File: config.mk
export PLATFORM = sky130hd
export DESIGN_NAME = periodic_task_scheduler
export DESIGN_NICKNAME = d
export VERILOG_FILES = /design/src/sv/pts_pkg.sv /design/src/sv/periodic_task_scheduler.sv /design/src/sv/pts_ram.sv /design/src/sv/pts_dp.sv /design/src/sv/pts_ctrl.sv
export SDC_FILE = /design/constraint.sdc
export NUM_CORES = 2
export LEC_CHECK = 0
export ABC_AREA = 1
export ABC_CLOCK_PERIOD_IN_PS = 8500
export BUFFER_PORTS_ARGS = -buffer_cell sky130_fd_sc_hd__clkbuf_2
export CAP_MARGIN = 5
export CORE_UTILIZATION = 35
export DETAILED_ROUTE_END_ITERATION = 16
export GPL_ROUTABILITY_DRIVEN = 0
export PLACE_DENSITY_LB_ADDON = 0.25
export SLEW_MARGIN = 20
export SYNTH_ARGS = -nofsm -noshare
export SYNTH_HDL_FRONTEND = slang
export SYNTH_SLANG_ARGS = --single-unit
File: constraint.sdc
create_clock -name clock -period 8.5 [get_ports clock]
set_clock_uncertainty 0.1 [all_clocks]
set_input_delay 1.7 -clock clock [delete_from_list [all_inputs] [get_ports clock]]
set_output_delay 1.7 -clock clock [all_outputs]
set_load 0.01 [all_outputs]
File: src/sv/pts_pkg.sv
package pts_pkg;

   // Command codes on the request channel
   localparam logic [1:0] CMD_ADD  = 2'd0;
   localparam logic [1:0] CMD_RUN  = 2'd1;
   localparam logic [1:0] CMD_READ = 2'd2;

   // Status codes on the result channel
   localparam logic [1:0] ST_OK   = 2'd0;
   localparam logic [1:0] ST_FULL = 2'd1;
   localparam logic [1:0] ST_MISS = 2'd2;

   typedef struct packed {
      logic [1:0]  command;
      logic [31:0] period;
      logic [31:0] start_due;
      logic [31:0] now;
      logic [2:0]  task_index;
   } req_type;

   typedef struct packed {
      logic [1:0]  status;
      logic [2:0]  slot;
      logic        fired;
      logic        late;
      logic [31:0] run_total;
      logic [31:0] overrun_total;
      logic [31:0] slot_period;
      logic [31:0] slot_next_due;
      logic [3:0]  fired_count;
      logic [31:0] all_overruns;
      logic        last;
   } rsp_type;

   // One row of the task table
   typedef struct packed {
      logic [31:0] period;
      logic [31:0] due;
      logic [31:0] runs;
      logic [31:0] overruns;
   } task_row_type;

   // Which result the datapath builds into the output register
   typedef enum logic [2:0] {
      RSP_ADD_OK,
      RSP_FULL,
      RSP_READ_MISS,
      RSP_READ_HIT,
      RSP_FIRED,
      RSP_SUMMARY
   } rsp_sel_type;

   // Controller to datapath
   typedef struct packed {
      logic        req_load;
      logic        add_write;
      logic        run_init;
      logic        idx_clr;
      logic        idx_inc;
      logic        rd_walk;
      logic        rd_req;
      logic        capture;
      logic        update;
      logic        rsp_load;
      rsp_sel_type rsp_sel;
   } dp_cmd_type;

   // Datapath to controller
   typedef struct packed {
      logic [1:0] command;
      logic       table_full;
      logic       read_hit;
      logic       walk_end;
      logic       cur_fired;
   } dp_stat_type;

endpackage

File: src/sv/periodic_task_scheduler.sv
// Periodic task scheduler with a table of MAX_TASKS tasks.
// Request channel (req_valid/req_ready/req_data): one beat per command:
// add a task, run at time now, or read one slot's statistics.
// Result channel (rsp_valid/rsp_ready/rsp_data): add and read give one beat;
// a run gives one beat per fired task in slot order, then a summary beat.
// The final beat of each command has last set; command code 3 gives none.
// Steps: an add or a read of a free slot goes from decode straight to its
// result beat; a read of a slot in use first waits on the table read.
// A run's update pass visits each slot in use through WALK_RD (table read),
// WALK_DIFF (subtract) and WALK_UPD (compare and write back through the
// registered-read task table); the report pass then reads each fired slot
// and loads its beat, skipping slots that did not fire, and ends with the
// summary beat.
// One command is in flight at a time: req_ready is high only while idle,
// which starts the cycle after the final beat of the previous command is taken.
// When the receiver stalls, the current result beat holds in the output
// register and the block waits; nothing is dropped.
// Reset (synchronous) empties the table and clears the overrun sum;
// table rows are written by add and need no clearing.
module periodic_task_scheduler
   import pts_pkg::*;
#(
   parameter int MAX_TASKS = 8
) (
   input  logic    clock,
   input  logic    reset,
   input  logic    req_valid,
   output logic    req_ready,
   input  req_type req_data,
   output logic    rsp_valid,
   input  logic    rsp_ready,
   output rsp_type rsp_data
);

   dp_cmd_type  cmd;
   dp_stat_type stat;

   pts_ctrl u_ctrl (
      .clock     (clock),
      .reset     (reset),
      .req_valid (req_valid),
      .req_ready (req_ready),
      .rsp_valid (rsp_valid),
      .rsp_ready (rsp_ready),
      .stat      (stat),
      .cmd       (cmd)
   );

   pts_dp #(
      .MAX_TASKS (MAX_TASKS)
   ) u_dp (
      .clock    (clock),
      .reset    (reset),
      .req_data (req_data),
      .cmd      (cmd),
      .stat     (stat),
      .rsp_data (rsp_data)
   );

endmodule

File: src/sv/pts_ram.sv
module pts_ram #(
   parameter int WIDTH = 128,
   parameter int DEPTH = 8
) (
   input  logic                                   clock,
   input  logic                                   we,
   input  logic [(DEPTH > 1 ? $clog2(DEPTH) : 1)-1:0] waddr,
   input  logic [WIDTH-1:0]                       wdata,
   input  logic                                   re,
   input  logic [(DEPTH > 1 ? $clog2(DEPTH) : 1)-1:0] raddr,
   output logic [WIDTH-1:0]                       rdata
);

   logic [WIDTH-1:0] mem_ff [DEPTH];
   logic [WIDTH-1:0] rdata_ff;

   // One write port, one registered read port
   always_ff @(posedge clock) begin
      if (we) begin
         mem_ff[waddr] <= wdata;
      end
      if (re) begin
         rdata_ff <= mem_ff[raddr];
      end
   end

   assign rdata = rdata_ff;

endmodule

File: src/sv/pts_dp.sv
module pts_dp
   import pts_pkg::*;
#(
   parameter int MAX_TASKS = 8
) (
   input  logic        clock,
   input  logic        reset,
   input  req_type     req_data,
   input  dp_cmd_type  cmd,
   output dp_stat_type stat,
   output rsp_type     rsp_data
);

   localparam int CNT_W  = $clog2(MAX_TASKS + 1);
   localparam int ADDR_W = (MAX_TASKS > 1) ? $clog2(MAX_TASKS) : 1;

   req_type              req_ff, req_in;
   logic [CNT_W-1:0]     count_ff, count_in;
   logic [CNT_W-1:0]     idx_ff, idx_in;
   logic [MAX_TASKS-1:0] fired_mask_ff, fired_mask_in;
   logic [MAX_TASKS-1:0] late_mask_ff, late_mask_in;
   logic [3:0]           ran_ff, ran_in;
   logic [31:0]          all_ovr_ff, all_ovr_in;
   task_row_type         row_ff, row_in;
   logic [31:0]          diff_ff, diff_in;
   rsp_type              rsp_ff, rsp_in;

   logic [ADDR_W-1:0]    cur_addr;
   logic [ADDR_W-1:0]    req_addr;
   logic [ADDR_W-1:0]    add_addr;
   logic                 due_now;
   logic                 late_now;
   task_row_type         upd_row;
   task_row_type         add_row;
   task_row_type         ram_rdata;
   logic                 ram_we;
   logic [ADDR_W-1:0]    ram_waddr;
   task_row_type         ram_wdata;
   logic                 ram_re;
   logic [ADDR_W-1:0]    ram_raddr;

   assign cur_addr = idx_ff[ADDR_W-1:0];
   assign add_addr = count_ff[ADDR_W-1:0];
   assign req_addr = ADDR_W'(req_ff.task_index);

   // Status toward the controller
   assign stat.command    = req_ff.command;
   assign stat.table_full = (count_ff == CNT_W'(MAX_TASKS));
   assign stat.read_hit   = (32'(req_ff.task_index) < 32'(count_ff));
   assign stat.walk_end   = (idx_ff == count_ff);
   assign stat.cur_fired  = fired_mask_ff[cur_addr];

   // Firing step: wrap-safe due test, late test and re-arm
   assign due_now  = ~diff_ff[31];
   assign late_now = (row_ff.period != 32'd0) && (diff_ff >= row_ff.period);

   always_comb begin
      upd_row          = row_ff;
      upd_row.runs     = row_ff.runs + 32'd1;
      upd_row.overruns = row_ff.overruns + 32'(late_now);
      if (row_ff.period == 32'd0) begin
         upd_row.due = req_ff.now;
      end else begin
         upd_row.due = req_ff.now + row_ff.period;
      end
   end

   assign add_row = '{period: req_ff.period, due: req_ff.start_due,
                      runs: 32'd0, overruns: 32'd0};

   // Table port selection
   assign ram_we    = cmd.add_write | (cmd.update & due_now);
   assign ram_waddr = cmd.add_write ? add_addr : cur_addr;
   assign ram_wdata = cmd.add_write ? add_row : upd_row;
   assign ram_re    = cmd.rd_walk | cmd.rd_req;
   assign ram_raddr = cmd.rd_req ? req_addr : cur_addr;

   pts_ram #(
      .WIDTH ($bits(task_row_type)),
      .DEPTH (MAX_TASKS)
   ) u_table (
      .clock (clock),
      .we    (ram_we),
      .waddr (ram_waddr),
      .wdata (ram_wdata),
      .re    (ram_re),
      .raddr (ram_raddr),
      .rdata (ram_rdata)
   );

   // Next values of datapath registers
   always_comb begin
      req_in        = req_ff;
      count_in      = count_ff;
      idx_in        = idx_ff;
      fired_mask_in = fired_mask_ff;
      late_mask_in  = late_mask_ff;
      ran_in        = ran_ff;
      all_ovr_in    = all_ovr_ff;
      row_in        = row_ff;
      diff_in       = diff_ff;
      rsp_in        = rsp_ff;

      if (cmd.req_load) begin
         req_in = req_data;
      end
      if (cmd.add_write) begin
         count_in = count_ff + CNT_W'(1);
      end
      if (cmd.run_init) begin
         fired_mask_in = '0;
         late_mask_in  = '0;
         ran_in        = 4'd0;
      end
      if (cmd.idx_clr) begin
         idx_in = '0;
      end else if (cmd.idx_inc) begin
         idx_in = idx_ff + CNT_W'(1);
      end
      if (cmd.capture) begin
         row_in  = ram_rdata;
         diff_in = req_ff.now - ram_rdata.due;
      end
      if (cmd.update && due_now) begin
         fired_mask_in[cur_addr] = 1'b1;
         late_mask_in[cur_addr]  = late_now;
         ran_in                  = ran_ff + 4'd1;
         all_ovr_in              = all_ovr_ff + 32'(late_now);
      end

      // Result builder
      if (cmd.rsp_load) begin
         rsp_in              = '0;
         rsp_in.all_overruns = all_ovr_ff;
         rsp_in.last         = 1'b1;
         unique case (cmd.rsp_sel)
            RSP_ADD_OK: begin
               rsp_in.slot          = 3'(add_addr);
               rsp_in.slot_period   = req_ff.period;
               rsp_in.slot_next_due = req_ff.start_due;
            end
            RSP_FULL: begin
               rsp_in.status = ST_FULL;
            end
            RSP_READ_MISS: begin
               rsp_in.status = ST_MISS;
            end
            RSP_READ_HIT: begin
               rsp_in.slot          = req_ff.task_index;
               rsp_in.run_total     = ram_rdata.runs;
               rsp_in.overrun_total = ram_rdata.overruns;
               rsp_in.slot_period   = ram_rdata.period;
               rsp_in.slot_next_due = ram_rdata.due;
            end
            RSP_FIRED: begin
               rsp_in.slot          = 3'(cur_addr);
               rsp_in.fired         = 1'b1;
               rsp_in.late          = late_mask_ff[cur_addr];
               rsp_in.run_total     = ram_rdata.runs;
               rsp_in.overrun_total = ram_rdata.overruns;
               rsp_in.slot_period   = ram_rdata.period;
               rsp_in.slot_next_due = ram_rdata.due;
               rsp_in.last          = 1'b0;
            end
            RSP_SUMMARY: begin
               rsp_in.fired_count = ran_ff;
            end
            default: begin
               rsp_in = rsp_ff;
            end
         endcase
      end
   end

   // The task count and overrun sum reset; the other registers do not
   always_ff @(posedge clock) begin
      if (reset) begin
         count_ff   <= '0;
         all_ovr_ff <= 32'd0;
      end else begin
         count_ff   <= count_in;
         all_ovr_ff <= all_ovr_in;
      end
      req_ff        <= req_in;
      idx_ff        <= idx_in;
      fired_mask_ff <= fired_mask_in;
      late_mask_ff  <= late_mask_in;
      ran_ff        <= ran_in;
      row_ff        <= row_in;
      diff_ff       <= diff_in;
      rsp_ff        <= rsp_in;
   end

   assign rsp_data = rsp_ff;

endmodule

File: src/sv/pts_ctrl.sv
module pts_ctrl
   import pts_pkg::*;
(
   input  logic        clock,
   input  logic        reset,
   input  logic        req_valid,
   output logic        req_ready,
   output logic        rsp_valid,
   input  logic        rsp_ready,
   input  dp_stat_type stat,
   output dp_cmd_type  cmd
);

   typedef enum logic [3:0] {
      IDLE,
      DECODE,
      READ_WAIT,
      WALK_RD,
      WALK_DIFF,
      WALK_UPD,
      EMIT_RD,
      EMIT_LOAD,
      RESP_MID,
      RESP_LAST
   } state_type;

   state_type state_ff, state_in;

   assign req_ready = (state_ff == IDLE);
   assign rsp_valid = (state_ff == RESP_MID) || (state_ff == RESP_LAST);

   // Commands and next state
   always_comb begin
      cmd         = '0;
      cmd.rsp_sel = RSP_SUMMARY;
      state_in    = state_ff;
      unique case (state_ff)
         IDLE: begin
            if (req_valid) begin
               cmd.req_load = 1'b1;
               state_in     = DECODE;
            end
         end
         DECODE: begin
            unique case (stat.command)
               CMD_ADD: begin
                  cmd.rsp_load  = 1'b1;
                  cmd.rsp_sel   = stat.table_full ? RSP_FULL : RSP_ADD_OK;
                  cmd.add_write = ~stat.table_full;
                  state_in      = RESP_LAST;
               end
               CMD_READ: begin
                  if (stat.read_hit) begin
                     cmd.rd_req = 1'b1;
                     state_in   = READ_WAIT;
                  end else begin
                     cmd.rsp_load = 1'b1;
                     cmd.rsp_sel  = RSP_READ_MISS;
                     state_in     = RESP_LAST;
                  end
               end
               CMD_RUN: begin
                  cmd.run_init = 1'b1;
                  cmd.idx_clr  = 1'b1;
                  state_in     = WALK_RD;
               end
               default: begin
                  state_in = IDLE;
               end
            endcase
         end
         READ_WAIT: begin
            cmd.rsp_load = 1'b1;
            cmd.rsp_sel  = RSP_READ_HIT;
            state_in     = RESP_LAST;
         end
         // Update pass: read and compare each slot in use, write back those that are due
         WALK_RD: begin
            if (stat.walk_end) begin
               cmd.idx_clr = 1'b1;
               state_in    = EMIT_RD;
            end else begin
               cmd.rd_walk = 1'b1;
               state_in    = WALK_DIFF;
            end
         end
         WALK_DIFF: begin
            cmd.capture = 1'b1;
            state_in    = WALK_UPD;
         end
         WALK_UPD: begin
            cmd.update  = 1'b1;
            cmd.idx_inc = 1'b1;
            state_in    = WALK_RD;
         end
         // Report pass: one beat per fired slot, then the summary
         EMIT_RD: begin
            if (stat.walk_end) begin
               cmd.rsp_load = 1'b1;
               cmd.rsp_sel  = RSP_SUMMARY;
               state_in     = RESP_LAST;
            end else if (stat.cur_fired) begin
               cmd.rd_walk = 1'b1;
               state_in    = EMIT_LOAD;
            end else begin
               cmd.idx_inc = 1'b1;
            end
         end
         EMIT_LOAD: begin
            cmd.rsp_load = 1'b1;
            cmd.rsp_sel  = RSP_FIRED;
            cmd.idx_inc  = 1'b1;
            state_in     = RESP_MID;
         end
         RESP_MID: begin
            if (rsp_ready) begin
               state_in = EMIT_RD;
            end
         end
         RESP_LAST: begin
            if (rsp_ready) begin
               state_in = IDLE;
            end
         end
         default: begin
            state_in = IDLE;
         end
      endcase
   end

   always_ff @(posedge clock) begin
      if (reset) begin
         state_ff <= IDLE;
      end else begin
         state_ff <= state_in;
      end
   end

endmodule
==> metrics.md <==
| Metric | Value |
|---|---|
| Post-Synth XOR/XNOR Area | `0.00924` |
| Detailed Route WL | `213 mm` |
| Largest net degree at the start of global routing | `210` |
| Crit path from | `u_dp.row_ff[127]$_DFFE_PP_` |
| Setup Buffers After CTS | `0` |
| Worst rel slew slack | `0.162` |
| Maximum fanout along the worst path | `9` |
| Routed vias | `50023` |
| Crit path largest cell delay | `slightly below 500 ps` |
| Post-synthesis simple-gate area fraction | `0.190` |
| Adder-cell share of the synthesized area | `0.0186` |
| Final setup violation count | `0` |
| Total congestion overflow | `0` |
| DR pass1 iterations | `8` |
| Hold_sp | `u_dp.u_table.rdata[23]$_DFFE_PP_` |
| Wire per inst | `20.3 microns` |
| Post-synth top area share | `0.641` |
| Post-synthesis async set-or-reset flop share | `0` |
| CP required | `8960 ps` |
| Post-synthesis mux area share | `0` |
| Placed cell areas | `0.0772 sq mm` |
| Post-route ant nets | `0` |
| Synth Net Count | `~7500` |
| Post-synthesis sequential area ratio | `0.657` |
| Hold buffer count at CTS | `0` |
| Nets | `7791` |
| GRT Total Usage | `0.200` |
| Detailed-route vias per instance | `4.76` |
| Post-Syn Instances | `around 7300` |
| Area added between synthesis and finish | `13.5%` |
| Total Neg Setup Slack | `0 ps` |
| Area leader, netlist | `edfxtp_1` |
| Clk buf depth | `3` |
| CP cell instances | `inv_1 -> ha_1 -> nand2_1 -> nor2_1 -> nand2_1 -> nor2_1 -> nand4_1 -> nand3_1 -> nand2_1 -> inv_1 -> ha_1 -> nand3_1 -> nor2_1 -> nand2_1 -> nor2_1 -> nand2_1 -> nor3_1 -> a21oi_1 -> nor2_1` |
| DRC errors left | `0` |
| Design area | `0.0828 sq mm` |
| Main combinational cell family by area after synthesis | `simple AND/OR/NAND/NOR gates` |
| RR Startpoint | `u_dp.row_ff[127]$_DFFE_PP_` |
| Synth top area cells | `edfxtp_1, nand2_1, inv_1` |
| Worst path slowest cell | `nor3_1` |
| CP arrival | `5430 ps` |
| YS warnings | `0` |
| Setup crit start kind | `flop` |
| Syn Area/Cell | `9.97 sq um` |
| Slew Viols, Final | `0` |
| Core Footprint | `a little over 0.2 sq mm` |
| Max H-tree Level | `4` |
| Vias in the first global route | `47905` |
| RSZ-0062 raised after global routing | `false` |
| Site row count | `167` |
| Clock-pin slew on the worst setup and hold paths | `70 ps` |
| Syn Std Cell Area | `0.0730 sq mm` |
| Crit end category | `flop` |
| Maxcap violations | `0` |
| Port bufs | `278` |
| DRT iter0 DRCs | `4536` |
| Total CTS buffers | `170` |
| Initial antenna violation count | `10` |
| Final HPWL DP | `131 mm` |
| # fillers | `roughly 20000` |
| Initial core utilization | `0.352` |
| Period Utilization, post-route | `0.585` |
| Root buffer cell | `clkbuf_16` |
| Worst slew pin tran | `between 1000 and 1500 ps` |
| CTS tree | `done` |
| Status | `finished, final reports clean` |
| Highest Clock Rate | `201 MHz` |
| CTS Sinks | `around 1600` |
| EDFF count, synth | `1557` |
| Distinct cell type count after synthesis | `46` |
| Die width | `459 microns` |
| Flops & latches, synth | `1617` |
| Layout cell share with drive strength beyond 1 | `0.0796` |
| Die H | `about 460 microns` |
| I/O pin count | `279` |
| Final hold viol count | `0` |
| Min-delay worst type | `reg -> reg` |
| Count leader, synth | `nand2_1` |
| # resized after CTS | `0` |
| Internal reg-to-reg setup slack | `3530 ps` |
| Crit Path Class | `reg -> reg` |
| Worst Hold Slack | `343 ps` |
| Post-synthesis compound-gate area fraction | `0.0322` |
| Global-route wire length before repair | `between 300 and 400 mm` |
| Peak supply drop | `250 uV` |
| Synth top cells by count | `nand2_1, edfxtp_1, inv_1` |
| Post-route minimum period | `4970 ps` |
| Leakage | `35.7 nW` |
| Die ar. | `0.210 sq mm` |
| Prevailing post-synth register cell | `edfxtp_1` |
| Clock Latency Late Sink | `~860 ps` |
| Cell Pwr Density | `297 mW/mm^2` |
## layer usage
layer | vias up | wire length [microns] | global-route usage
li1 | 24015 | - | -
met1 | 24094 | 89500 | 0.254
met2 | 1490 | 101000 | 0.331
met3 | 416 | 11200 | 0.0283
met4 | 8 | 11300 | 0.100
met5 | - | 56 | 0
## cells in the final DEF, fill, tap and decap left out, types with 13 or more instances in the layout
master,netlist,final
a21oi_1,178,178
nor4_1,21,21
ha_1,105,105
dfxtp_1,60,60
nor2_1,377,362
nand2_1,2276,2274
xor2_1,56,56
clkbuf_2,0,278
buf_4,32,47
nand4_1,43,43
nor2_4,0,14
nor3_1,63,63
xnor2_1,21,21
buf_12,0,13
bufinv_16,0,15
o21ai_0,191,181
clkinv_1,3,27
clkbuf_16,0,172
clkinv_2,0,28
clkbuf_1,69,43
inv_1,1424,1422
edfxtp_1,1557,1557
nand3_1,607,607
## final cells by class
type	instances	area (sq um)	share of cell area
Sequential cell	1617	48000	0.579
Multi-Input combinational cell	4023	18400	0.222
Inverter	1428	5370	0.0648
Clock buffer	220	4530	0.0548
Tap cell	2788	3490	0.0421
Timing Repair Buffer	339	2030	0.0245
Clock inverter	89	1030	0.0124
Antenna cell	2	5.00	0.0000604
## worst max-delay path: cells and delay by family (launching register included)
kind | cells | cell delay [ps]
buffers and inverters | 2 | 350
adder cells (fa/ha/maj) | 2 | 610
AO/OA/AOI/OAI | 1 | 130
flip-flops | 1 | 390
AND/OR/NAND/NOR | 14 | 3080
## path summary, 6_finish.rpt
path	endpoint	cells after the start
hold reg to reg	u_dp.row_ff[23]$_DFFE_PP_	0
hold / removal	u_dp.row_ff[23]$_DFFE_PP_	0
setup reg to reg	u_dp.u_table.mem_ff[5][31]$_DFFE_PP_	19
setup / recovery	u_dp.u_table.mem_ff[5][31]$_DFFE_PP_	19
## cell families (layout without fill, tap and decap cells)
logic type	count (synthesis)	after routing
AO/OA/AOI/OAI	438	438
XOR/XNOR	77	77
adder cells (fa/ha/maj)	107	107
buffers and inverters	1681	2076
flip-flops	1617	1617
other	0	2
AND/OR/NAND/NOR	3401	3401
## where the power goes
group	internal, mW	switching [mW]
registers	10.3	0.468
clock network	4.25	3.22
logic	1.67	4.61
total	16.2	8.30
## per-stage QoR
| step | setup WS, ps | std cells | power [mW] | util |
|---|---|---|---|---|
| 2_1_floorplan | 662 | 7321 | 14.9 | - |
| 5_1_grt | 3180 | 10504 | 25.7 | 0.400 |
| 6_report | 3530 | 10506 | 24.6 | 0.400 |
| 3_5_place_dp | 3650 | 10194 | 17.3 | 0.373 |
| 4_1_cts | 3630 | 10503 | 24.8 | 0.400 |
| 3_3_place_gp | 3840 | 10194 | 17.2 | 0.373 |
## sequential cells by signal (all words and copies together), names as in the netlist, 8 cells and up
register,count
u_dp.u_table.mem_ff,1024
u_dp.rsp_data,172
u_dp.u_table.rdata,128
u_dp.row_ff,96
u_dp.add_row,64
u_dp.all_ovr_ff,32
u_dp.diff_ff,32
u_dp.req_ff,32
u_dp.fired_mask_ff,8
u_dp.late_mask_ff,8
No activity file was read; power rests on OpenSTA's default activity.
